--- config.mk ---
export PLATFORM = sky130hd
export DESIGN_NAME = lowpass_filter_ascii_telemetry
export DESIGN_NICKNAME = d
export VERILOG_FILES = /design/src/design/lfat_pkg.sv /design/src/design/lfat_front.sv /design/src/design/lfat_fifo.sv /design/src/design/lfat_back.sv /design/src/design/lowpass_filter_ascii_telemetry.sv
export SDC_FILE = /design/constraint.sdc
export NUM_CORES = 1
export LEC_CHECK = 0
export ABC_AREA = 1
export BUFFER_PORTS_ARGS = -buffer_cell sky130_fd_sc_hd__buf_2
export CAP_MARGIN = 40
export CORE_ASPECT_RATIO = 1.75
export CORE_MARGIN = 2
export CORE_UTILIZATION = 64
export DETAILED_ROUTE_END_ITERATION = 7
export GPL_TIMING_DRIVEN = 0
export PLACE_DENSITY = 0.8
export SLEW_MARGIN = 0
export SYNTH_ARGS = -nofsm -noshare
export SYNTH_HDL_FRONTEND = slang
export SYNTH_SLANG_ARGS = --single-unit
--- constraint.sdc ---
create_clock -name clk_i -period 7.4 [get_ports clk_i]
set_clock_uncertainty 0.05 [all_clocks]
set_input_delay 1.11 -clock clk_i [delete_from_list [all_inputs] [get_ports clk_i]]
set_output_delay 1.11 -clock clk_i [all_outputs]
set_load 0.01 [all_outputs]
--- src/design/lfat_pkg.sv ---
`default_nettype none

package lfat_pkg;

  localparam int unsigned GAIN_W      = 9;
  localparam int unsigned CHAR_W      = 8;
  localparam int unsigned QUEUE_DEPTH = 2;

  localparam logic [GAIN_W-1:0] GAIN_ONE = 9'd256;

  localparam logic [CHAR_W-1:0] CHAR_DOLLAR = 8'h24;
  localparam logic [CHAR_W-1:0] CHAR_SPACE  = 8'h20;
  localparam logic [CHAR_W-1:0] CHAR_MINUS  = 8'h2D;
  localparam logic [CHAR_W-1:0] CHAR_ZERO   = 8'h30;
  localparam logic [CHAR_W-1:0] CHAR_CR     = 8'h0D;

  typedef enum logic [6:0] {
    S_IDLE  = 7'b0000001,
    S_HEAD  = 7'b0000010,
    S_CONV  = 7'b0000100,
    S_SIGN  = 7'b0001000,
    S_DIGIT = 7'b0010000,
    S_SEP   = 7'b0100000,
    S_CR    = 7'b1000000
  } fmt_state_e;

endpackage

`default_nettype wire

--- src/design/lfat_front.sv ---
`default_nettype none

module lfat_front #(
  parameter int unsigned SAMPLE_WIDTH = 16
) (
  input  wire logic                              clk_i,
  input  wire logic                              rst_ni,
  input  wire logic                              cfg_we_i,
  input  wire logic [lfat_pkg::GAIN_W-1:0]       cfg_wdata_i,
  input  wire logic                              push,
  output logic                                   full,
  input  wire logic [SAMPLE_WIDTH-1:0]           raw_sample_i,
  input  wire logic                              q_full_i,
  output logic                                   q_push_o,
  output logic [2*SAMPLE_WIDTH-1:0]              q_wdata_o
);
  import lfat_pkg::*;

  localparam int unsigned SW = SAMPLE_WIDTH;
  localparam int unsigned PW = SW + GAIN_W + 2;

  logic [GAIN_W-1:0]    gain_q;
  logic [GAIN_W-1:0]    gain_eff;
  logic                 s1_q, s2_q;
  logic [SW-1:0]        raw_q;
  logic [SW-1:0]        filt_q, filt_d;
  logic signed [SW:0]   diff;
  logic signed [GAIN_W:0] gain_s;
  logic signed [PW-1:0] prod_d, prod_q;
  logic signed [PW-1:0] adj;
  logic signed [PW-1:0] delta;
  logic                 accept;

  // clamp out-of-range gains to unity
  assign gain_eff = gain_q[GAIN_W-1] ? GAIN_ONE : gain_q;
  assign gain_s   = {1'b0, gain_eff};

  assign accept = push && !full;
  assign full   = s1_q || s2_q || q_full_i;

  assign diff   = $signed({raw_q[SW-1], raw_q}) - $signed({filt_q[SW-1], filt_q});
  assign prod_d = diff * gain_s;

  // bias negative products so the shift truncates toward zero
  assign adj    = prod_q + (prod_q[PW-1] ? PW'(255) : PW'(0));
  assign delta  = adj >>> 8;
  assign filt_d = filt_q + delta[SW-1:0];

  assign q_push_o  = s2_q;
  assign q_wdata_o = {raw_q, filt_d};

  always_ff @(posedge clk_i or negedge rst_ni) begin
    if (!rst_ni) begin
      gain_q <= GAIN_ONE;
      s1_q   <= 1'b0;
      s2_q   <= 1'b0;
      filt_q <= '0;
    end else begin
      if (cfg_we_i) begin
        gain_q <= cfg_wdata_i;
      end
      s1_q <= accept;
      s2_q <= s1_q;
      if (s2_q) begin
        filt_q <= filt_d;
      end
    end
  end

  always_ff @(posedge clk_i) begin
    if (accept) begin
      raw_q <= raw_sample_i;
    end
    if (s1_q) begin
      prod_q <= prod_d;
    end
  end

endmodule

`default_nettype wire

--- src/design/lfat_fifo.sv ---
`default_nettype none

module lfat_fifo #(
  parameter int unsigned WIDTH = 32,
  parameter int unsigned DEPTH = 2
) (
  input  wire logic             clk_i,
  input  wire logic             rst_ni,
  input  wire logic             push_i,
  input  wire logic [WIDTH-1:0] wdata_i,
  input  wire logic             pop_i,
  output logic [WIDTH-1:0]      rdata_o,
  output logic                  full_o,
  output logic                  empty_o
);

  localparam int unsigned PTR_W = (DEPTH > 1) ? $clog2(DEPTH) : 1;
  localparam int unsigned CNT_W = $clog2(DEPTH + 1);

  logic [WIDTH-1:0] mem_q [DEPTH];
  logic [PTR_W-1:0] wptr_q, rptr_q;
  logic [CNT_W-1:0] cnt_q;
  logic             do_push, do_pop;

  assign full_o  = (cnt_q == CNT_W'(DEPTH));
  assign empty_o = (cnt_q == '0);
  assign do_push = push_i && !full_o;
  assign do_pop  = pop_i && !empty_o;
  assign rdata_o = mem_q[rptr_q];

  function automatic logic [PTR_W-1:0] wrap_inc(input logic [PTR_W-1:0] p);
    if (p == PTR_W'(DEPTH - 1)) begin
      return '0;
    end
    return p + 1'b1;
  endfunction

  always_ff @(posedge clk_i or negedge rst_ni) begin
    if (!rst_ni) begin
      wptr_q <= '0;
      rptr_q <= '0;
      cnt_q  <= '0;
    end else begin
      if (do_push) begin
        wptr_q <= wrap_inc(wptr_q);
      end
      if (do_pop) begin
        rptr_q <= wrap_inc(rptr_q);
      end
      if (do_push && !do_pop) begin
        cnt_q <= cnt_q + 1'b1;
      end else if (do_pop && !do_push) begin
        cnt_q <= cnt_q - 1'b1;
      end
    end
  end

  always_ff @(posedge clk_i) begin
    if (do_push) begin
      mem_q[wptr_q] <= wdata_i;
    end
  end

endmodule

`default_nettype wire

--- src/design/lfat_back.sv ---
`default_nettype none

module lfat_back #(
  parameter int unsigned SAMPLE_WIDTH = 16
) (
  input  wire logic                         clk_i,
  input  wire logic                         rst_ni,
  input  wire logic                         q_empty_i,
  input  wire logic [2*SAMPLE_WIDTH-1:0]    q_rdata_i,
  output logic                              q_pop_o,
  output logic                              empty,
  input  wire logic                         pop,
  output logic [lfat_pkg::CHAR_W-1:0]       ascii_char_o,
  output logic                              line_end_o
);
  import lfat_pkg::*;

  localparam int unsigned SW    = SAMPLE_WIDTH;
  localparam int unsigned ND    = (((SW - 1) * 1233) >> 12) + 1;
  localparam int unsigned IDX_W = (ND > 1) ? $clog2(ND) : 1;
  localparam int unsigned CNT_W = $clog2(SW + 1);

  fmt_state_e          state_q, state_d;
  logic [SW-1:0]       raw_q, filt_q;
  logic                sel_q, sel_d;
  logic                neg_q, neg_d;
  logic [SW-1:0]       mag_q, mag_d;
  logic [ND*4-1:0]     bcd_q, bcd_d;
  logic [CNT_W-1:0]    cnt_q, cnt_d;
  logic [IDX_W-1:0]    idx_q, idx_d;
  logic                started_q, started_d;
  logic                load;
  logic                out_valid_q;
  logic [CHAR_W-1:0]   out_char_q, char_d;
  logic                out_end_q, end_d;
  logic                emit;
  logic                can_emit;
  logic [SW-1:0]       src;
  logic [3:0]          digit;
  logic [ND*4-1:0]     bcd_adj;

  assign can_emit = !out_valid_q || pop;
  assign empty        = !out_valid_q;
  assign ascii_char_o = out_char_q;
  assign line_end_o   = out_end_q;

  assign src   = sel_d ? filt_q : raw_q;
  assign digit = bcd_q[idx_q*4 +: 4];

  always_comb begin
    for (int i = 0; i < ND; i++) begin
      bcd_adj[i*4 +: 4] = (bcd_q[i*4 +: 4] >= 4'd5) ? bcd_q[i*4 +: 4] + 4'd3
                                                   : bcd_q[i*4 +: 4];
    end
  end

  always_comb begin
    state_d   = state_q;
    sel_d     = sel_q;
    neg_d     = neg_q;
    mag_d     = mag_q;
    bcd_d     = bcd_q;
    cnt_d     = cnt_q;
    idx_d     = idx_q;
    started_d = started_q;
    load      = 1'b0;
    emit      = 1'b0;
    char_d    = CHAR_SPACE;
    end_d     = 1'b0;
    q_pop_o   = 1'b0;
    case (state_q)
      S_IDLE: begin
        if (!q_empty_i) begin
          q_pop_o = 1'b1;
          state_d = S_HEAD;
        end
      end
      S_HEAD: begin
        if (can_emit) begin
          emit    = 1'b1;
          char_d  = CHAR_DOLLAR;
          sel_d   = 1'b0;
          load    = 1'b1;
          state_d = S_CONV;
        end
      end
      S_CONV: begin
        // one shift-and-correct step per cycle
        {bcd_d, mag_d} = {bcd_adj, mag_q} << 1;
        cnt_d = cnt_q - 1'b1;
        if (cnt_q == CNT_W'(1)) begin
          state_d = S_SIGN;
        end
      end
      S_SIGN: begin
        idx_d     = IDX_W'(ND - 1);
        started_d = 1'b0;
        if (!neg_q) begin
          state_d = S_DIGIT;
        end else if (can_emit) begin
          emit    = 1'b1;
          char_d  = CHAR_MINUS;
          state_d = S_DIGIT;
        end
      end
      S_DIGIT: begin
        if (!started_q && digit == 4'd0 && idx_q != '0) begin
          // drop leading zero
          idx_d = idx_q - 1'b1;
        end else if (can_emit) begin
          emit      = 1'b1;
          char_d    = CHAR_ZERO + {4'd0, digit};
          started_d = 1'b1;
          if (idx_q == '0) begin
            state_d = S_SEP;
          end else begin
            idx_d = idx_q - 1'b1;
          end
        end
      end
      S_SEP: begin
        if (can_emit) begin
          emit   = 1'b1;
          char_d = CHAR_SPACE;
          if (!sel_q) begin
            sel_d   = 1'b1;
            load    = 1'b1;
            state_d = S_CONV;
          end else begin
            state_d = S_CR;
          end
        end
      end
      S_CR: begin
        if (can_emit) begin
          emit    = 1'b1;
          char_d  = CHAR_CR;
          end_d   = 1'b1;
          state_d = S_IDLE;
        end
      end
      default: begin
        state_d = S_IDLE;
      end
    endcase
    if (load) begin
      neg_d = src[SW-1];
      mag_d = src[SW-1] ? (~src + 1'b1) : src;
      bcd_d = '0;
      cnt_d = CNT_W'(SW);
    end
  end

  always_ff @(posedge clk_i or negedge rst_ni) begin
    if (!rst_ni) begin
      state_q     <= S_IDLE;
      out_valid_q <= 1'b0;
    end else begin
      state_q <= state_d;
      if (emit) begin
        out_valid_q <= 1'b1;
      end else if (pop) begin
        out_valid_q <= 1'b0;
      end
    end
  end

  always_ff @(posedge clk_i) begin
    if (q_pop_o) begin
      raw_q  <= q_rdata_i[2*SW-1:SW];
      filt_q <= q_rdata_i[SW-1:0];
    end
    sel_q     <= sel_d;
    neg_q     <= neg_d;
    mag_q     <= mag_d;
    bcd_q     <= bcd_d;
    cnt_q     <= cnt_d;
    idx_q     <= idx_d;
    started_q <= started_d;
    if (emit) begin
      out_char_q <= char_d;
      out_end_q  <= end_d;
    end
  end

endmodule

`default_nettype wire

--- src/design/lowpass_filter_ascii_telemetry.sv ---
// Path: a sample beat passes front registers s1_q and s2_q into the queue, then the
//   formatter pops it and sends the '$' beat. Each line is paced by pop stalls and
//   by the bit-per-cycle decimal conversion of each number, ND = 5 digit positions at 16 bits.
// Throughput: one sample per line; the front takes no new beat until the last is queued,
//   and the two-entry queue absorbs bursts.
// Reset: rst_ni low clears the filter state, sets unity gain, empties the queue.
`default_nettype none

module lowpass_filter_ascii_telemetry #(
  parameter int unsigned SAMPLE_WIDTH = 16
) (
  input  wire logic                          clk_i,
  input  wire logic                          rst_ni,
  // gain register write
  input  wire logic                          cfg_we_i,
  input  wire logic [lfat_pkg::GAIN_W-1:0]   cfg_wdata_i,
  // sample side
  input  wire logic                          push,
  output logic                               full,
  input  wire logic [SAMPLE_WIDTH-1:0]       raw_sample_i,
  // character side
  output logic                               empty,
  input  wire logic                          pop,
  output logic [lfat_pkg::CHAR_W-1:0]        ascii_char_o,
  output logic                               line_end_o
);
  import lfat_pkg::*;

  localparam int unsigned EW = 2 * SAMPLE_WIDTH;

  logic          q_push, q_pop, q_full, q_empty;
  logic [EW-1:0] q_wdata, q_rdata;

  // Front: take a sample beat, update the low-pass state, queue raw and filtered.
  lfat_front #(
    .SAMPLE_WIDTH (SAMPLE_WIDTH)
  ) u_front (
    .clk_i        (clk_i),
    .rst_ni       (rst_ni),
    .cfg_we_i     (cfg_we_i),
    .cfg_wdata_i  (cfg_wdata_i),
    .push         (push),
    .full         (full),
    .raw_sample_i (raw_sample_i),
    .q_full_i     (q_full),
    .q_push_o     (q_push),
    .q_wdata_o    (q_wdata)
  );

  // Hold finished value pairs so the front and the formatter stall apart.
  lfat_fifo #(
    .WIDTH (EW),
    .DEPTH (QUEUE_DEPTH)
  ) u_queue (
    .clk_i   (clk_i),
    .rst_ni  (rst_ni),
    .push_i  (q_push),
    .wdata_i (q_wdata),
    .pop_i   (q_pop),
    .rdata_o (q_rdata),
    .full_o  (q_full),
    .empty_o (q_empty)
  );

  // Back: convert each pair to decimal and send one character beat at a time.
  lfat_back #(
    .SAMPLE_WIDTH (SAMPLE_WIDTH)
  ) u_back (
    .clk_i        (clk_i),
    .rst_ni       (rst_ni),
    .q_empty_i    (q_empty),
    .q_rdata_i    (q_rdata),
    .q_pop_o      (q_pop),
    .empty        (empty),
    .pop          (pop),
    .ascii_char_o (ascii_char_o),
    .line_end_o   (line_end_o)
  );

endmodule

`default_nettype wire

==> out/results.md, run 1 <==
## GRT
- global-route wire length before repair: 65.4 mm
- total gr overflow: 0
- largest net degree at the start of global routing: 34
- vias in the first global route: 13500
- initial antenna violation count: 0
- Overall Global Routing Usage: 30.3%

## Logic synthesis
- post-synthesis instance area: 0.0171 mm²
- dominant cell by count in the synthesized netlist: sky130_fd_sc_hd__nand2_1
- number of flops mapped to enable cells by yosys: 165
- Synth area leader: sky130_fd_sc_hd__edfxtp_1
- share of the synthesized area in the top cell type: 28.9%
- Avg Cell Area, Syn: 8.94 µm²
- number of distinct library cells after synthesis: 57
- Top FF cell, synth: sky130_fd_sc_hd__edfxtp_1
- sequential area share after synthesis: 37.7%
- warning count from the yosys run: 0
- FF+latch count, synth: 230
- share of flip-flops with an asynchronous set or reset after synthesis: 17.0%
- top post-synthesis cells by area: sky130_fd_sc_hd__edfxtp_1, sky130_fd_sc_hd__fa_1, sky130_fd_sc_hd__nand2_1
- top post-synthesis cells by count: sky130_fd_sc_hd__nand2_1, sky130_fd_sc_hd__inv_1, sky130_fd_sc_hd__edfxtp_1
- number of instances in the synthesized netlist: 1915

## Placed design
- sum of net half-perimeters after detailed placement: 33.4 mm
- port buffer count: 37
- dpl cell area: 0.0179 mm²
- final RePlAce weighted congestion: 0.962

## Setup path
- required time worst endpoint: 7.57 ns
- endpoint type of the worst setup path: flip-flop
- startpoint type of the worst setup path: flip-flop
- worst-path maximum fanout: 7
- max incr delay on CP: 0.67 ns
- slowest stage cell on the critical path: sky130_fd_sc_hd__fa_1
- cell seen most often among critical-path stages: sky130_fd_sc_hd__nand2_1
- crit path DAT: 7.26 ns
- critical path start-end classification: flip-flop to flip-flop

## STA
- Worst-Margin Slew: 0.873 ns
- Final Critical Period: 7.09 ns
- period utilisation layout: 95.8%
- final hold violation count: 0
- setup repair after global routing missed its margin: true
- maximum clock rate: 141 MHz
- pins over their slew limit: 0
- number of setup violations in the final report: 0
- slew margin rel.: 41.7%
- Total Neg Setup Slack: 0 ns

## Drt
- detail-routed via count per cell: 5.60
- remaining routing DRC violations: 0
- overall routed net length: 40.9 mm
- final antenna-violating net count: 0
- wire per inst: 17.6 µm
- detailed-routing iteration count for the pre-antenna-repair pass: 5
- detailed-route via count: 13000
- violation count after the first detailed-routing iteration: 664

## Clock network
- Inserted Clock Buffers: 22
- Clk Latency, worst-skew pair: 0.52 ns
- CTS H-tree depth: 1
- Num Clock Sinks: 230
- maximum number of buffers from clock root to sink: 3
- clock transition time at the flip-flop clock pins of the worst setup and hold paths: 0.07 ns
- TritonCTS clock tree: built
- CTS root buf: sky130_fd_sc_hd__clkbuf_16

## Final layout
- fraction of layout instances using a drive strength above 1: 8.74%
- final design area excluding fillers: 0.0187 mm²
- fill count: 2017
- diode count: 0
- NumNets Final: 2261
- Area growth syn-to-layout: 9.32%

## Die
- area of the die: 0.0281 mm²
- initial core utilization: 64.6%
- standard-cell rows: 79
- core outline area: 0.0265 mm²
- number of primary I/O pins: 41
- overall die width: 128 µm
- die extent in y: 220 µm

## Hold path
- worst min-delay path category: input port to asynchronous set/reset pin

## Status
- result of the run: completed

## Run
- total of max-cap violations: 0

## path summary, 6_finish.rpt
check	start	endpoint	slack (ns)	cells past startpoint
hold reg to reg	u_back.bcd_q[19]	u_back.bcd_q[19]	0.43	2
min in group clk_i	u_back.bcd_q[19]	u_back.bcd_q[19]	0.43	2
max in group asynchronous	rst_ni	u_back.state_q[0]	6.37	2
setup reg to reg	u_front.raw_q[0]	u_front.prod_q[26]	0.31	30
setup / recovery	u_front.raw_q[0]	u_front.prod_q[26]	0.31	30
hold / removal	rst_ni	u_front.filt_q[3]	0.38	1
## cell type report
class                      instances  area [µm²]  area share [%]
buffer                            42         193            1.03
clock buffer                      25         583            3.12
clock inverter                    15         138           0.736
inverter                         339        1270            6.81
multi-input combinational       1305        9340            49.9
sequential                       230        6450            34.5
tap                              324         405            2.17
timing repair buffer              46         325            1.74
## cell usage in the layout (no fill, tap or decap), types with 45 or more instances in the layout
| cell type | synthesis | final |
|---|---|---|
| sky130_fd_sc_hd__a21oi_1 | 92 | 90 |
| sky130_fd_sc_hd__edfxtp_1 | 165 | 165 |
| sky130_fd_sc_hd__fa_1 | 131 | 131 |
| sky130_fd_sc_hd__ha_1 | 114 | 113 |
| sky130_fd_sc_hd__inv_1 | 330 | 327 |
| sky130_fd_sc_hd__nand2_1 | 441 | 437 |
| sky130_fd_sc_hd__nand3_1 | 79 | 78 |
| sky130_fd_sc_hd__nor2_1 | 150 | 147 |
| sky130_fd_sc_hd__o21ai_0 | 90 | 90 |
| sky130_fd_sc_hd__xor2_1 | 51 | 45 |
## flip-flops by register name, summed over array words and instances, names as in the netlist
| name | count |
|---|---|
| u_queue.mem_q | 64 |
| u_front.prod_q | 25 |
| u_back.bcd_q | 20 |
| u_back.filt_q | 16 |
| u_back.mag_q | 16 |
| u_back.raw_q | 16 |
| u_front.filt_q | 16 |
| u_front.raw_q | 16 |
| u_front.gain_q | 9 |
| u_back.state_q | 7 |
| u_back.ascii_char_o | 6 |
| u_back.cnt_q | 5 |
| u_back.idx_q | 3 |
| u_queue.cnt_q | 2 |
| u_back.line_end_o | 1 |
| u_back.neg_q | 1 |
| u_back.out_valid_q | 1 |
| u_back.sel_q | 1 |
| u_back.started_q | 1 |
| u_front.q_push_o | 1 |
| u_front.s1_q | 1 |
| u_queue.rptr_q | 1 |
| u_queue.wptr_q | 1 |
## metal layers
layer  vias to the layer above  track usage (%)  wire length (µm)  part of all wire, %
met4                         0             20.8              3100                  7.6
met3                       163             3.70              1400                  3.4
li1                       6220                -                 -                    -
met2                       379             60.8             23400                   57
met5                         -                0                 0                    0
met1                      6265             27.3             13000                   32
## logic make-up (layout without fill, tap and decap cells)
family / count (synthesis) / in the layout / synth area share, %
and+or+nand+nor: 762 / 762 / 19.1
buffers and inverters: 381 / 467 / 8.58
adders and majority gates: 245 / 245 / 23.7
DFF: 230 / 230 / 37.7
AOI/OAI and AO/OA: 219 / 219 / 7.03
xor gates and xnor gates: 77 / 77 / 3.94
other: 1 / 2 / 0.0219
## through the flow
step / hold slack, ns / worst slack [ns] / instances / utilization [%]
2_1_floorplan: 0.389 / 1.22 / 1916 / -
3_3_place_gp: 0.402 / -0.287 / 2277 / 66.9
3_5_place_dp: 0.418 / -0.324 / 2283 / 67.4
4_1_cts: 0.377 / 0.0355 / 2323 / 70.2
5_1_grt: 0.372 / -0.0680 / 2326 / 70.6
6_report: 0.384 / 0.311 / 2326 / 70.6
## critical path: cells and delay by family (launching register included)
kind | cells | cell delay, ns
adder cells (fa/ha/maj) | 8 | 3.64
buffers and inverters | 6 | 0.49
flip-flops | 1 | 0.41
XOR/XNOR | 1 | 0.10
AND/OR/NAND/NOR | 12 | 1.50
AO/OA/AOI/OAI | 3 | 0.60
## repair_timing
item,in CTS,in global routing
endpoints found under the hold margin,0,0
buffers inserted,0,3
pin swaps,0,2
resized for setup,4,19
hold buffers,0,0
endpoints found under the setup margin,3,10
Power of run 1 is left out: the tool's default activity adds up to more than one toggle a clock period on the data nets, which glitch-free logic cannot reach.
==> inputs of run 2 (changes only) <==
- ABC_AREA: 1 -> 0
- CTS_CLUSTER_DIAMETER: unset -> 150
==> out/results.md, run 2 <==
## Status
- result of the run: completed

## Setup path
- endpoint type of the worst setup path: flip-flop
- critical path start-end classification: flip-flop to flip-flop
- worst-path maximum fanout: 4
- max incr delay on CP: 0.56 ns
- slowest stage cell on the critical path: sky130_fd_sc_hd__fa_1
- Reg-to-Reg End: u_front.prod_q[26]
- required time worst endpoint: 7.66 ns
- crit path DAT: 7.65 ns
- cell seen most often among critical-path stages: sky130_fd_sc_hd__fa_1
- startpoint type of the worst setup path: flip-flop
- flop-to-flop setup slack: 0.0009 ns
- worst-case reg-to-reg path depth: 28
- Crit Reg-Reg Startpoint: u_front.raw_q[1]

## Final layout
- max reg flops: 64
- final design area excluding fillers: 0.0194 mm²
- NumNets Final: 2024
- commonest cells after routing, fill and taps aside: sky130_fd_sc_hd__inv_1, sky130_fd_sc_hd__edfxtp_1, sky130_fd_sc_hd__nand2_1
- fraction of layout instances using a drive strength above 1: 14.8%
- final core utilization: 73.4%
- leading cell type in the layout, fill and taps excluded: sky130_fd_sc_hd__inv_1
- register bank with the most flops: u_queue.mem_q
- diode count: 0
- leading registers by flop count: u_queue.mem_q x64, u_front.prod_q x25, u_back.bcd_q x20
- Area growth syn-to-layout: 13.5%

## Drt
- top routing layer used: met4
- detailed route wirelength on metal3: 1.85 mm
- final antenna-violating net count: 0
- detail-routed via count per cell: 6.03
- wire length on met1: 13.3 mm
- violation count after the first detailed-routing iteration: 659
- detailed-route via count: 12600
- overall routed net length: 41.7 mm
- wire per inst: 20.0 µm
- detailed-routing iteration count for the pre-antenna-repair pass: 5
- DR WL met2: 22.5 mm
- remaining routing DRC violations: 0

## Die
- core outline area: 0.0264 mm²
- overall die width: 127 µm
- standard-cell rows: 79
- area of the die: 0.0280 mm²
- initial core utilization: 64.7%
- number of primary I/O pins: 41
- die extent in y: 220 µm

## GRT
- largest net degree at the start of global routing: 34
- vias in the first global route: 13500
- total gr overflow: 0
- Overall Global Routing Usage: 30.8%
- initial antenna violation count: 0
- global-route wire length before repair: 66.7 mm

## Logic synthesis
- dominant cell by count in the synthesized netlist: sky130_fd_sc_hd__inv_1
- FF+latch count, synth: 230
- top post-synthesis cells by area: sky130_fd_sc_hd__edfxtp_1, sky130_fd_sc_hd__fa_1, sky130_fd_sc_hd__ha_1
- Avg Cell Area, Syn: 10.4 µm²
- share of flip-flops with an asynchronous set or reset after synthesis: 17.0%
- number of instances in the synthesized netlist: 1634
- share of the synthesized area in the top cell type: 29.0%
- post-synthesis instance area: 0.0171 mm²
- sequential area share after synthesis: 37.8%
- Top FF cell, synth: sky130_fd_sc_hd__edfxtp_1
- top post-synthesis cells by count: sky130_fd_sc_hd__inv_1, sky130_fd_sc_hd__edfxtp_1, sky130_fd_sc_hd__nand2_1
- number of flops mapped to enable cells by yosys: 165
- warning count from the yosys run: 0
- number of distinct library cells after synthesis: 82
- Synth area leader: sky130_fd_sc_hd__edfxtp_1

## Clock network
- TritonCTS clock tree: built
- CTS H-tree depth: 1
- Clk Latency, worst-skew pair: 0.53 ns
- CTS root buf: sky130_fd_sc_hd__clkbuf_16
- Inserted Clock Buffers: 23
- clock transition time at the flip-flop clock pins of the worst setup and hold paths: 0.07 ns
- maximum number of buffers from clock root to sink: 3
- Num Clock Sinks: 230

## Placed design
- dpl cell area: 0.0178 mm²
- port buffer count: 37
- sum of net half-perimeters after detailed placement: 32.0 mm
- final RePlAce weighted congestion: 0.946

## STA
- maximum clock rate: 135 MHz
- final hold violation count: 0
- Worst-Margin Slew: 0.969 ns
- Total Neg Setup Slack: 0 ns
- period utilisation layout: 100%
- setup repair after global routing missed its margin: true
- number of setup violations in the final report: 0
- worst hold margin: 0.389 ns
- slew margin rel.: 34.6%
- pins over their slew limit: 0
- Final Critical Period: 7.40 ns

## Hold path
- worst min-delay path category: input port to asynchronous set/reset pin

## Run
- total of max-cap violations: 0

[run 2: critical path: cells and delay by family, from the launching register on]
family                     cells  cell delay [ns]
DFF                            1             0.43
adders and majority gates      7             3.20
xor gates and xnor gates       2             0.48
buffers and inverters          6             0.56
AOI/OAI and AO/OA             10             2.04
and+or+nand+nor                3             0.40
[run 2: area by class of cell]
class,instances,area [µm²]
inverter,217,815
timing repair buffer,89,664
buffer,44,208
clock inverter,14,159
fill,1828,7020
clock buffer,28,614
tap,324,405
multi-input combinational,1144,10100
sequential,230,6450
[run 2: what timing repair did]
item / CTS / global route
pin swaps: 42 / 39
setup endpoints to repair: 12 / 7
buffers inserted: 28 / 12
hold buffers: 0 / 0
gates resized for setup: 52 / 33
endpoints found under the hold margin: 0 / 0
[run 2: worst max path at each step]
stage,from,to,cells after the start
2_1_floorplan,u_front.raw_q[0],u_front.prod_q[23],27
3_3_place_gp,u_front.raw_q[0],u_front.prod_q[26],27
3_5_place_dp,u_front.raw_q[0],u_front.prod_q[26],25
4_1_cts,u_front.raw_q[1],u_front.prod_q[23],27
5_1_grt,u_front.raw_q[1],u_front.prod_q[26],28
6_report,u_front.raw_q[1],u_front.prod_q[26],28
[run 2: kinds of logic (layout without fill, tap and decap cells)]
logic type      after synthesis  count (layout)  share of synthesized area, %
simple gates                481             481                          13.4
buf+inv                     261             392                          5.99
fa+ha+maj                   245             245                          23.7
compound gates              241             241                          9.12
flops                       230             230                          37.8
xor+xnor                    104             104                          5.34
mux                          71              71                          4.57
other cells                   1               2                        0.0220
[run 2: layer usage]
layer	vias to the layer above	GRT usage [%]
met3	216	3.76
li1	5740	-
met1	6197	29.0
met2	454	58.3
met4	0	24.9
met5	-	0
[run 2: per-stage QoR]
stage,cells,worst slack [ns]
detailed placement,2007,-1.31
CTS,2077,0.00923
finish,2090,0.000918
global placement,1996,-1.37
floorplan,1635,0.251
global route,2090,-0.183
Power of run 2 is left out for the same reason.
==> inputs of run 3 (changes only) <==
- REMOVE_ABC_BUFFERS: unset -> 1
==> out/results.md, run 3 (synthesized netlist as in run 2, its figures left out) <==
## Status
- result of the run: completed

## GRT
- vias in the first global route: 13000
- largest net degree at the start of global routing: 34
- Overall Global Routing Usage: 29.4%
- total gr overflow: 0
- initial antenna violation count: 2
- global-route wire length before repair: 63.1 mm

## Setup path
- chain of cells forming the critical path: ha_4 > o21a_1 > or4_1 > o211a_4 > a211oi_2 > o31a_1 > nand2_1 > fa_1 > xnor2_1 > ha_1 > inv_1 > fa_1 > inv_1 > fa_1 > inv_1 > fa_1 > inv_1 > ha_2 > a21o_1 > a21o_1 > a21oi_1 > nor2b_1 > a22oi_1 > xnor2_1
- required time worst endpoint: 7.60 ns
- crit path DAT: 7.42 ns
- critical path launch point: u_front.raw_q[4]
- CP endpoint: u_front.prod_q[26]
- slowest stage cell on the critical path: sky130_fd_sc_hd__fa_1
- startpoint type of the worst setup path: flip-flop
- Crit path buffers/inverters: 4
- Reg-to-Reg End: u_front.prod_q[26]
- worst-case reg-to-reg path depth: 24
- critical path start-end classification: flip-flop to flip-flop
- endpoint type of the worst setup path: flip-flop
- max incr delay on CP: 0.69 ns
- Critical Path Stages: 24
- flop-to-flop setup slack: 0.18 ns
- kind of cell adding the most delay to the critical path: adder cells
- Crit Reg-Reg Startpoint: u_front.raw_q[4]
- worst-path maximum fanout: 7

## Die
- standard-cell rows: 79
- die extent in y: 220 µm
- core outline area: 0.0264 mm²
- number of primary I/O pins: 41
- area of the die: 0.0280 mm²
- overall die width: 127 µm
- initial core utilization: 64.7%

## Run
- total of max-cap violations: 0

## Placed design
- sum of net half-perimeters after detailed placement: 31.0 mm
- dpl cell area: 0.0178 mm²
- port buffer count: 38
- final RePlAce weighted congestion: 0.979

## Final layout
- leading registers by flop count: u_queue.mem_q x64, u_front.prod_q x25, u_back.bcd_q x20
- leading cell type in the layout, fill and taps excluded: sky130_fd_sc_hd__inv_1
- fraction of layout instances using a drive strength above 1: 14.3%
- register bank with the most flops: u_queue.mem_q
- NumNets Final: 1978
- max reg flops: 64
- Area growth syn-to-layout: 11.4%
- commonest cells after routing, fill and taps aside: sky130_fd_sc_hd__inv_1, sky130_fd_sc_hd__edfxtp_1, sky130_fd_sc_hd__nand2_1
- final design area excluding fillers: 0.0190 mm²

## STA
- period utilisation layout: 97.6%
- final hold violation count: 0
- Final Critical Period: 7.22 ns
- setup repair after global routing missed its margin: true
- pins over their slew limit: 0
- number of setup violations in the final report: 0
- Worst-Margin Slew: 0.882 ns
- slew margin rel.: 41.1%
- maximum clock rate: 138 MHz

## Clock network
- CTS root buf: sky130_fd_sc_hd__clkbuf_16
- Clk Latency, worst-skew pair: 0.53 ns
- clock transition time at the flip-flop clock pins of the worst setup and hold paths: 0.08 ns
- Num Clock Sinks: 230
- Inserted Clock Buffers: 21
- maximum number of buffers from clock root to sink: 3
- CTS H-tree depth: 1
- TritonCTS clock tree: built

## Drt
- detail-routed via count per cell: 6.03
- remaining routing DRC violations: 0
- wire per inst: 20.0 µm
- overall routed net length: 41.0 mm
- detailed-route via count: 12300
- violation count after the first detailed-routing iteration: 645
- detailed-routing iteration count for the pre-antenna-repair pass: 5
- final antenna-violating net count: 0

## Hold path
- worst min-delay path category: input port to asynchronous set/reset pin

[run 3: changes by cell type in the layout (fill, tap and decap cells not counted), moves of 3 or more]
cell	delta
sky130_fd_sc_hd__a211oi_2	+3
sky130_fd_sc_hd__a211oi_4	-3
sky130_fd_sc_hd__buf_1	-3
sky130_fd_sc_hd__buf_4	-9
sky130_fd_sc_hd__buf_6	-3
sky130_fd_sc_hd__clkbuf_1	-34
sky130_fd_sc_hd__inv_6	-3
sky130_fd_sc_hd__o21ai_0	+3
sky130_fd_sc_hd__o21ai_2	-3
[run 3: metal layers]
metal / part of all wire [%] / routed length, µm / vias up / track usage [%]
met5: 0 / 0 / - / 0
met4: 10 / 4300 / 0 / 27.2
met3: 3.7 / 1520 / 233 / 3.03
met2: 55 / 22500 / 412 / 56.7
met1: 31 / 12600 / 6017 / 25.6
li1: - / - / 5663 / -
[run 3: area by class of cell]
class                           instances  area [µm²]
Clock buffer                           28         582
Inverter                              217         815
Antenna cell                            2        5.00
Timing Repair Buffer                   88         708
Multi-Input combinational cell       1145        9930
Tap cell                              324         405
Clock inverter                         10         118
Sequential cell                       230        6450
Fill cell                            1804        7370
[run 3: repair_timing]
action                     in CTS  in global routing
setup buffers                  11                 16
hold buffers                    0                  0
pin swaps                       7                 33
gates resized for setup        21                 41
setup endpoints to repair       9                  9
gates cloned                    0                  1
[run 3: how the worst min path moves through the flow]
stage	depth (start not counted)	from	to
floorplan	0	u_front.raw_q[0]	u_queue.mem_q[0][16]
global placement	1	u_front.filt_q[15]	u_front.filt_q[15]
detailed placement	1	u_front.filt_q[15]	u_front.filt_q[15]
CTS	1	rst_ni	u_back.out_valid_q
global route	1	rst_ni	u_back.state_q[5]
finish	1	rst_ni	u_back.out_valid_q
[run 3: stage by stage]
| stage | setup WS, ns | hold slack [ns] | instances | utilization (%) | setup TNS (ns) |
|---|---|---|---|---|---|
| 3_3_place_gp | -0.938 | 0.411 | 1953 | 66.2 | -5.76 |
| 3_5_place_dp | -0.645 | 0.422 | 1975 | 67.4 | -3.13 |
| 4_1_cts | 0.000159 | 0.382 | 2024 | 70.9 | 0 |
| 6_report | 0.178 | 0.392 | 2044 | 72.1 | 0 |
| 2_1_floorplan | 0.230 | 0.395 | 1591 | - | 0 |
| 5_1_grt | -0.0651 | 0.388 | 2043 | 72.1 | -0.156 |
Power of run 3 is left out for the same reason.
